[src/rtl/stid_pkg.sv]
// Package for the sorted table block: sizes, operation and status codes,
// controller states and the command/status structs between control and datapath.
// Depends on nothing.
`default_nettype none
package stid_pkg;

  localparam int DEPTH = 16;
  localparam int IDX_W = $clog2(DEPTH);
  localparam int CNT_W = $clog2(DEPTH + 1);

  localparam logic KIND_INSERT = 1'b0;
  localparam logic KIND_DELETE = 1'b1;

  localparam logic [1:0] STATUS_DONE    = 2'd0;
  localparam logic [1:0] STATUS_FULL    = 2'd1;
  localparam logic [1:0] STATUS_MISSING = 2'd2;

  typedef enum logic [1:0] {
    S_IDLE,
    S_TEST,
    S_EVAL
  } state_t;

  // Commands from the controller to the datapath.
  typedef struct packed {
    logic       load;        // latch a new operation
    logic       rd_en;       // read the entry picked by the scan index
    logic       ins_shift;   // move the read entry up one slot, step down
    logic       ins_place;   // write the value at the index, bump the count
    logic       del_step;    // match or move the read entry down, step up
    logic       del_finish;  // drop the count if a match was found
    logic       respond;     // present a result word
    logic [1:0] resp_status;
  } cmd_t;

  // Status from the datapath to the controller.
  typedef struct packed {
    logic is_delete;
    logic full;
    logic idx_zero;
    logic at_end;
    logic greater;
    logic found;
  } stat_t;

endpackage
`default_nettype wire

[src/rtl/stid_ctrl.sv]
// Controller state machine for the sorted table: sequences the scan over
// the table one entry at a time. Depends on stid_pkg.
`default_nettype none
module stid_ctrl (
  input  wire logic             clk,
  input  wire logic             rst,
  input  wire logic             start,
  output logic                  busy,
  input  wire stid_pkg::stat_t  stat,
  output stid_pkg::cmd_t        cmd
);
  import stid_pkg::*;

  state_t state, state_next;

  always_ff @(posedge clk) begin
    if (rst) begin
      state <= S_IDLE;
    end else begin
      state <= state_next;
    end
  end

  always_comb begin
    state_next = state;
    cmd        = '0;
    cmd.resp_status = STATUS_DONE;
    unique case (state)
      S_IDLE: begin
        if (start) begin
          cmd.load   = 1'b1;
          state_next = S_TEST;
        end
      end
      S_TEST: begin
        if (!stat.is_delete) begin
          if (stat.full) begin
            cmd.respond     = 1'b1;
            cmd.resp_status = STATUS_FULL;
            state_next      = S_IDLE;
          end else if (stat.idx_zero) begin
            cmd.ins_place = 1'b1;
            cmd.respond   = 1'b1;
            state_next    = S_IDLE;
          end else begin
            cmd.rd_en  = 1'b1;
            state_next = S_EVAL;
          end
        end else begin
          if (stat.at_end) begin
            cmd.del_finish  = 1'b1;
            cmd.respond     = 1'b1;
            cmd.resp_status = stat.found ? STATUS_DONE : STATUS_MISSING;
            state_next      = S_IDLE;
          end else begin
            cmd.rd_en  = 1'b1;
            state_next = S_EVAL;
          end
        end
      end
      S_EVAL: begin
        state_next = S_TEST;
        if (!stat.is_delete) begin
          if (stat.greater) begin
            cmd.ins_shift = 1'b1;
          end else begin
            cmd.ins_place = 1'b1;
            cmd.respond   = 1'b1;
            state_next    = S_IDLE;
          end
        end else begin
          cmd.del_step = 1'b1;
        end
      end
      default: state_next = S_IDLE;
    endcase
  end

  assign busy = (state != S_IDLE);

endmodule
`default_nettype wire

[src/rtl/stid_dp.sv]
// Datapath for the sorted table: table memory, entry count, scan index,
// match flag and the result registers. Depends on stid_pkg.
`default_nettype none
module stid_dp (
  input  wire logic               clk,
  input  wire logic               rst,
  input  wire logic               kind,
  input  wire logic signed [31:0] value,
  input  wire stid_pkg::cmd_t     cmd,
  output stid_pkg::stat_t         stat,
  output logic                    done,
  output logic [1:0]              status,
  output logic [4:0]              entry_count
);
  import stid_pkg::*;

  logic signed [31:0] mem [DEPTH];
  logic signed [31:0] rd_data;
  logic               op_kind;
  logic signed [31:0] op_value;
  logic [CNT_W-1:0]   count;
  logic [CNT_W-1:0]   idx;
  logic               found;

  logic [CNT_W-1:0]   idx_dec;
  logic [IDX_W-1:0]   rd_addr;
  logic [IDX_W-1:0]   wr_addr;
  logic signed [31:0] wr_data;
  logic               wr_en;

  assign idx_dec = idx - CNT_W'(1);
  assign rd_addr = (op_kind == KIND_INSERT) ? idx_dec[IDX_W-1:0] : idx[IDX_W-1:0];

  always_comb begin
    wr_en   = 1'b0;
    wr_addr = idx[IDX_W-1:0];
    wr_data = op_value;
    if (cmd.ins_shift) begin
      wr_en   = 1'b1;
      wr_data = rd_data;
    end else if (cmd.ins_place) begin
      wr_en = 1'b1;
    end else if (cmd.del_step && found) begin
      wr_en   = 1'b1;
      wr_addr = idx_dec[IDX_W-1:0];
      wr_data = rd_data;
    end
  end

  always_ff @(posedge clk) begin
    if (cmd.rd_en) begin
      rd_data <= mem[rd_addr];
    end
    if (wr_en) begin
      mem[wr_addr] <= wr_data;
    end
  end

  always_ff @(posedge clk) begin
    if (cmd.load) begin
      op_kind  <= kind;
      op_value <= value;
    end
  end

  always_ff @(posedge clk) begin
    if (rst) begin
      count  <= '0;
      idx    <= '0;
      found  <= 1'b0;
      done   <= 1'b0;
      status <= STATUS_DONE;
    end else begin
      done <= cmd.respond;
      if (cmd.respond) begin
        status <= cmd.resp_status;
      end
      if (cmd.load) begin
        found <= 1'b0;
        idx   <= (kind == KIND_INSERT) ? count : '0;
      end
      if (cmd.ins_shift) begin
        idx <= idx_dec;
      end
      if (cmd.ins_place) begin
        count <= count + CNT_W'(1);
      end
      if (cmd.del_step) begin
        idx <= idx + CNT_W'(1);
        if (!found && rd_data == op_value) begin
          found <= 1'b1;
        end
      end
      if (cmd.del_finish && found) begin
        count <= count - CNT_W'(1);
      end
    end
  end

  assign stat.is_delete = (op_kind == KIND_DELETE);
  assign stat.full      = (count == CNT_W'(DEPTH));
  assign stat.idx_zero  = (idx == '0);
  assign stat.at_end    = (idx == count);
  assign stat.greater   = (rd_data > op_value);
  assign stat.found     = found;

  assign entry_count = 5'(count);

endmodule
`default_nettype wire

[src/rtl/sorted_table_insert_delete_top.sv]
// Sorted table top level: ascending table of signed words with insert/delete.
// Insert walks down from the top entry, moving each larger entry up one slot, then
// writes the value; delete walks up from the front and moves each later entry down
// once a match is found. Insert into a full table answers without a scan.
// Throughput: one operation at a time; each entry scanned takes one registered read
// of the table memory, then one compare and write.
// Reset (rst, synchronous) empties the table; the receiver cannot stall results.
`default_nettype none
module sorted_table_insert_delete_top (
  input  wire logic               clk,
  input  wire logic               rst,
  input  wire logic               start,
  output logic                    busy,
  input  wire logic               kind,
  input  wire logic signed [31:0] value,
  output logic                    done,
  output logic [1:0]              status,
  output logic [4:0]              entry_count
);
  import stid_pkg::*;

  cmd_t  cmd;
  stat_t stat;

  // Controller: accept a word while idle, then walk the table.
  stid_ctrl u_ctrl (
    .clk   (clk),
    .rst   (rst),
    .start (start),
    .busy  (busy),
    .stat  (stat),
    .cmd   (cmd)
  );

  // Datapath: hold the table and count, drive the result word for one cycle.
  stid_dp u_dp (
    .clk         (clk),
    .rst         (rst),
    .kind        (kind),
    .value       (value),
    .cmd         (cmd),
    .stat        (stat),
    .done        (done),
    .status      (status),
    .entry_count (entry_count)
  );

endmodule
`default_nettype wire

[config.mk]
export PLATFORM = sky130hd
export DESIGN_NAME = sorted_table_insert_delete_top
export DESIGN_NICKNAME = d
export VERILOG_FILES = /design/src/rtl/stid_pkg.sv /design/src/rtl/stid_ctrl.sv /design/src/rtl/stid_dp.sv /design/src/rtl/sorted_table_insert_delete_top.sv
export SDC_FILE = /design/constraint.sdc
export NUM_CORES = 1
export LEC_CHECK = 0
export ABC_AREA = 1
export BUFFER_PORTS_ARGS = -buffer_cell sky130_fd_sc_hd__buf_2
export CAP_MARGIN = 5
export CORE_MARGIN = 8
export CORE_UTILIZATION = 46
export DETAILED_ROUTE_END_ITERATION = 8
export GPL_TIMING_DRIVEN = 0
export PLACE_DENSITY = 0.64
export SYNTH_ARGS = -nofsm -noshare
export SYNTH_HDL_FRONTEND = slang
export SYNTH_HIERARCHICAL = 1
export SYNTH_SLANG_ARGS = --single-unit
[constraint.sdc]
create_clock -name clk -period 5.8 [get_ports clk]
set_clock_uncertainty 0.15 [all_clocks]
set_input_delay 0.29 -clock clk [delete_from_list [all_inputs] [get_ports clk]]
set_output_delay 0.29 -clock clk [all_outputs]
set_load 0.03 [all_outputs]
== Word-level counts from Yosys, hierarchy flattened ==
Memories as Yosys holds them, arrays and structs flattened. A register that Yosys moved wholly into a read port is not among the register bits.
Index checks and enable logic that the tools add are counted.

* Add/sub/neg operators: 4
* Order comparisons: 1
* Equal/unequal tests: 6
* Muxes and demuxes: 56
* Reduce and logical (&&, ||, !) cells: 9

{| class="wikitable"
|+ Operators by type and width
! operator !! count
|-
| $mux 32 || 3
|-
| $eq 32x32->1 || 1
|-
| $gt 32x32->1 || 1
|-
| $mux 5 || 6
|-
| $mux 1 || 29
|-
| $mux 4 || 5
|-
| $mux 2 || 9
|-
| $add 5x1->5 const B || 2
|-
| $sub 5x1->5 const B || 2
|-
| $pmux 2 s3 || 1
|-
| $eq 5x5->1 || 1
|-
| $eq 5x5->1 const B || 1
|-
| $logic_not 5->1 || 1
|-
| $pmux 1 s2 || 2
|-
| $reduce_bool 2->1 || 2
|-
| $logic_and 1x1->1 || 3
|-
| $mux 3 || 1
|-
| $reduce_bool 3->1 || 1
|-
| $eq 2x1->1 const B || 1
|-
| $eq 2x2->1 const B || 1
|-
| $logic_not 2->1 || 1
|-
| $ne 2x2->1 const B || 1
|-
| $logic_not 1->1 || 1
|}

* Register bits after elaboration: 49
* Bits in writable memories: 512
* Input port bits: 36
* Memories: 1

{| class="wikitable"
|+ Memory list
! name !! words !! bits a word !! rd ports !! clocked after memory_dff !! write ports !! RTL line !! RTL
|-
| u_dp.mem || 16 || 32 || 1 || 1 || 1 || stid_dp.sv:17 || <nowiki>logic signed [31:0] mem [DEPTH];</nowiki>
|}

== Logic depth before layout (Yosys ltp) ==
* Depth after elaboration: 9
* Mapped depth: 26
* Mapped depth without buffers: 26

== By module ==
The synthesis kept the hierarchy.

{| class="wikitable"
|+ Modules (own cells, without submodules)
! module !! instances !! cells an instance !! area each (um^2) !! sequential area each (um^2)
|-
| stid_dp || 1 || 1825 || 24198.2 || 17606.9
|-
| stid_ctrl || 1 || 49 || 306.5 || 40.0
|}

== Least setup slack after synthesis ==
OpenSTA, ideal clock, no wires.

* Path kind: register to register
* Start point: reg u_dp.rd_data[31] (read register of u_dp.mem)
* End point: mem u_dp.mem[0][0], enable pin
* Arrival time: 3.835 ns
* Data required time: 5.229 ns
* Slack: 1.394 ns
* Cell stages (with the launch flop): 20
* Buffers on the path: 0
* Period minus slack after synthesis: 4.406 ns
* Path through: edfxtp_1 ha_1 nand4_1 nor3_1 nand3_1 inv_1 nand2_1 nand3_1 nand2_1 nor2_1 nor2_1 nand2_1 a21oi_1 inv_1 nand3_1 nor2_2 xor2_1 a31oi_1 nand2_1 nor2_1

{| class="wikitable"
|+ RTL lines
! element !! RTL line !! RTL
|-
| start, declared || stid_dp.sv:18 || <nowiki>logic signed [31:0] rd_data;</nowiki>
|-
| end, declared || stid_dp.sv:17 ||
|}

==> results_dict.tcl <==
set metrics [dict create \
    detail-route-antenna-nets 0 \
    pre_cts_ws_ps -62.6 \
    core_region_area_um2 52700 \
    crit_path_end "u_dp/mem[11][23]" \
    hold_viol 0 \
    seq_area_frac_synth_pct 72.0 \
    viasPerCell 6.04 \
    drv_slew 0 \
    htreeDepth 2 \
    setup_tns_ps 0 \
    synth_cell_type_count 38 \
    drive_above_1_share_pct 17.5 \
    synthCells 1874 \
    power.density_nw_per_um2 384 \
    hp-class "in2reg" \
    fin_ws_ps 115 \
    io_buffers 44 \
    ff2ff_path_depth 16 \
    cts_tree "built" \
    synth-simple-area-share_pct 8.51 \
    crit_path_end_kind "register" \
    synth.net_count 1954 \
    synth_ff_type "edfxtp_1" \
    synthMuxAreaShare_pct 0 \
    fin_area_um2 29000 \
    period_share_pct 98.0 \
    syn_to_final_growth_pct 18.2 \
    worstPathRequired_ps 6010 \
    crit_start "u_dp/rd_data[31]" \
    synth_top_family_by_area "compound AO/OA/AOI/OAI gates" \
    grt_pass1_vias 16954 \
    antenna_found_initial 0 \
    die_w_um 247 \
    start_util_pct 46.5 \
    register_area_um2 17600 \
    synth-seq-cells 593 \
    vias 16959 \
    grt_overflow 0 \
    max-clock-path-buffers 3 \
    slowest_stage "clkbuf_1" \
    irDropWorstVdd_mv 0.267 \
    worst_r2r_startpoint "u_dp/rd_data[31]" \
    drt_iter0_markers 2146 \
    start_kind "register" \
    worstMarginPinSlew_ps 910 \
    slew-limit-headroom_pct 39.4 \
    ys_warn_count 6 \
    crit_path_frequent_cell "nand2_1" \
    drt-total-wl_mm 73.9 \
    synth_fa_ha_area_share_pct 2.28 \
    async_flop_share_pct 0 \
    timing.fmax_mhz 176 \
    syn_avg_cell_area_um2 13.1 \
    finalCriticalPeriod_ps 5680 \
    cts.sinks 593 \
    firstDrtPassIters 6 \
    grt_max_degree 24 \
    r2r_slack_ps 120 \
    rsz0062_at_grt "true" \
    synth_edf_count 577 \
    status "finished, final reports clean" \
    cts_root_buffer "clkbuf_16" \
    worstPathArrival_ps 5900 \
    drc 0 \
    clk_transition_reported_paths_ps 60 \
    std_cell_rows 84 \
    cts_inserted_buffers 59 \
    dp_hpwl_mm 46.1 \
    fillers 4201 \
    num_io_pins 45 \
    crit_chain "ha_1, nand4_1, nor3_1, nand3_1, inv_1, nand2_1, nand3_1, nand2_1, nor2_1, nand2_1, nor2_1, inv_1, nand2_1, clkbuf_1, o21ai_0, buf_2" \
    synthXorXnorAreaFrac_pct 0.276 \
    track_usage_pct 23.8 \
    setup-violations-final 0 \
    synth_compound_area_share_pct 13.0 \
    critPathMaxStageDelay_ps 710 \
    placed_area_um2 26200 \
    syn_area_um2 24500 \
    diodes 0 \
    whs_ps 220 \
    grt_pass1_wl_mm 107 \
    die_area_um2 60900 \
    gp_congestion 0.848 \
    synthTopCellsByArea "edfxtp_1 71%, o21ai_0 5.1%, nor2_1 4.1%" \
    fp.dieH_um 247 \
    synthMostInstantiatedCell "edfxtp_1" \
    leakage_nw 10.0 \
    synth.top_cell.area_share_pct 70.7 \
    synthTopCellsByCount "577 x edfxtp_1, 270 x nor2_1, 251 x o21ai_0" \
    clk_latency_ps 630 \
    timing.rr.end "u_dp/mem[11][23]" \
    multi_input_area_um2 6100 \
    worstPathMaxFanout 11 \
    yosys.area.top_type "edfxtp_1" \
    path_class "reg2reg" \
    max-cap-violations 0 \
    post_drt_wl_per_cell_um 26.3 \
    fin_nets 2150 \
    min-delay-start "value[14]" \
]
==> routing by layer <==
layer	track usage [%]	part of all wire, %	vias to the layer above
met1	30.4	37	8309
met5	0	0	-
li1	-	-	7392
met3	6.13	12	168
met4	8.85	3.3	0
met2	38.8	47	1090
==> power breakdown <==
part / switching, mW / internal (mW)
Combinational: 1.49 / 0.576
Sequential: 0.0441 / 4.92
Clock: 1.68 / 2.43
Total: 3.21 / 7.92
==> registers in the layout (all words and copies together), names as in the netlist <==
register	flops
u_dp/rd_data	32
u_dp/idx	5
u_ctrl/state	2
u_dp/entry_count	5
u_dp/found	1
u_dp/mem	512
u_dp/op_value	32
u_dp/status	2
u_dp/op_kind	1
u_dp/done	1
==> layout by cell type, fill, tap and decap left out, types with 36 or more instances in the layout <==
cell,instances
ha_1,43
clkbuf_16,60
inv_1,78
nor2_1,253
o21ai_0,225
nand2_1,146
nand3_1,80
dlygate4sd3_1,36
o221ai_1,97
edfxtp_1,577
o21ai_1,62
buf_2,144
==> layout make-up <==
| type | instances | share of cell area (%) |
|---|---|---|
| timing repair buffer | 134 | 4.54 |
| tap | 688 | 2.97 |
| inverter | 86 | 1.11 |
| clock inverter | 47 | 1.94 |
| sequential | 593 | 60.9 |
| clock buffer | 65 | 5.25 |
| buffer | 116 | 2.20 |
| multi-input combinational | 1080 | 21.1 |
==> repair_timing <==
action | 4_1_cts | 5_1_grt
gates cloned | 0 | 1
endpoints found under the setup margin | 48 | 576
pin swaps | 0 | 11
resized for setup | 3 | 28
hold endpoints to repair | 39 | 0
buffers inserted | 0 | 18
hold buffers | 36 | 0
==> cell families after synthesis <==
logic type,Yosys count
fa+ha+maj,44
compound gates,514
simple gates,515
buf+inv,202
flops,593
xor+xnor,6
==> critical path: cells and delay by family, from the launching register on <==
kind / cells / cell delay, ps
flip-flops: 1 / 400
AO/OA/AOI/OAI: 1 / 440
buffers and inverters: 4 / 1340
AND/OR/NAND/NOR: 10 / 2640
adder cells (fa/ha/maj): 1 / 420
==> per-stage QoR <==
stage          cells  power [mW]  util [%]
2_1_floorplan   1874        6.21         -
3_3_place_gp    2606        6.94      48.6
3_5_place_dp    2642        7.03      49.8
4_1_cts         2790        11.1      54.4
5_1_grt         2809        11.5      55.0
6_report        2809        11.1      55.0
==> how the worst min path moves through the flow <==
stage	to	slack [ps]	depth (start not counted)
after floorplan	u_ctrl/state[1]	200	1
after global placement	u_dp/op_value[13]	320	1
after detailed placement	u_dp/op_value[27]	320	1
after CTS	u_dp/op_value[15]	190	2
after global routing	u_dp/op_value[15]	210	2
final	u_dp/op_value[14]	220	2
Note: power is estimated with default switching activity, not from simulation.
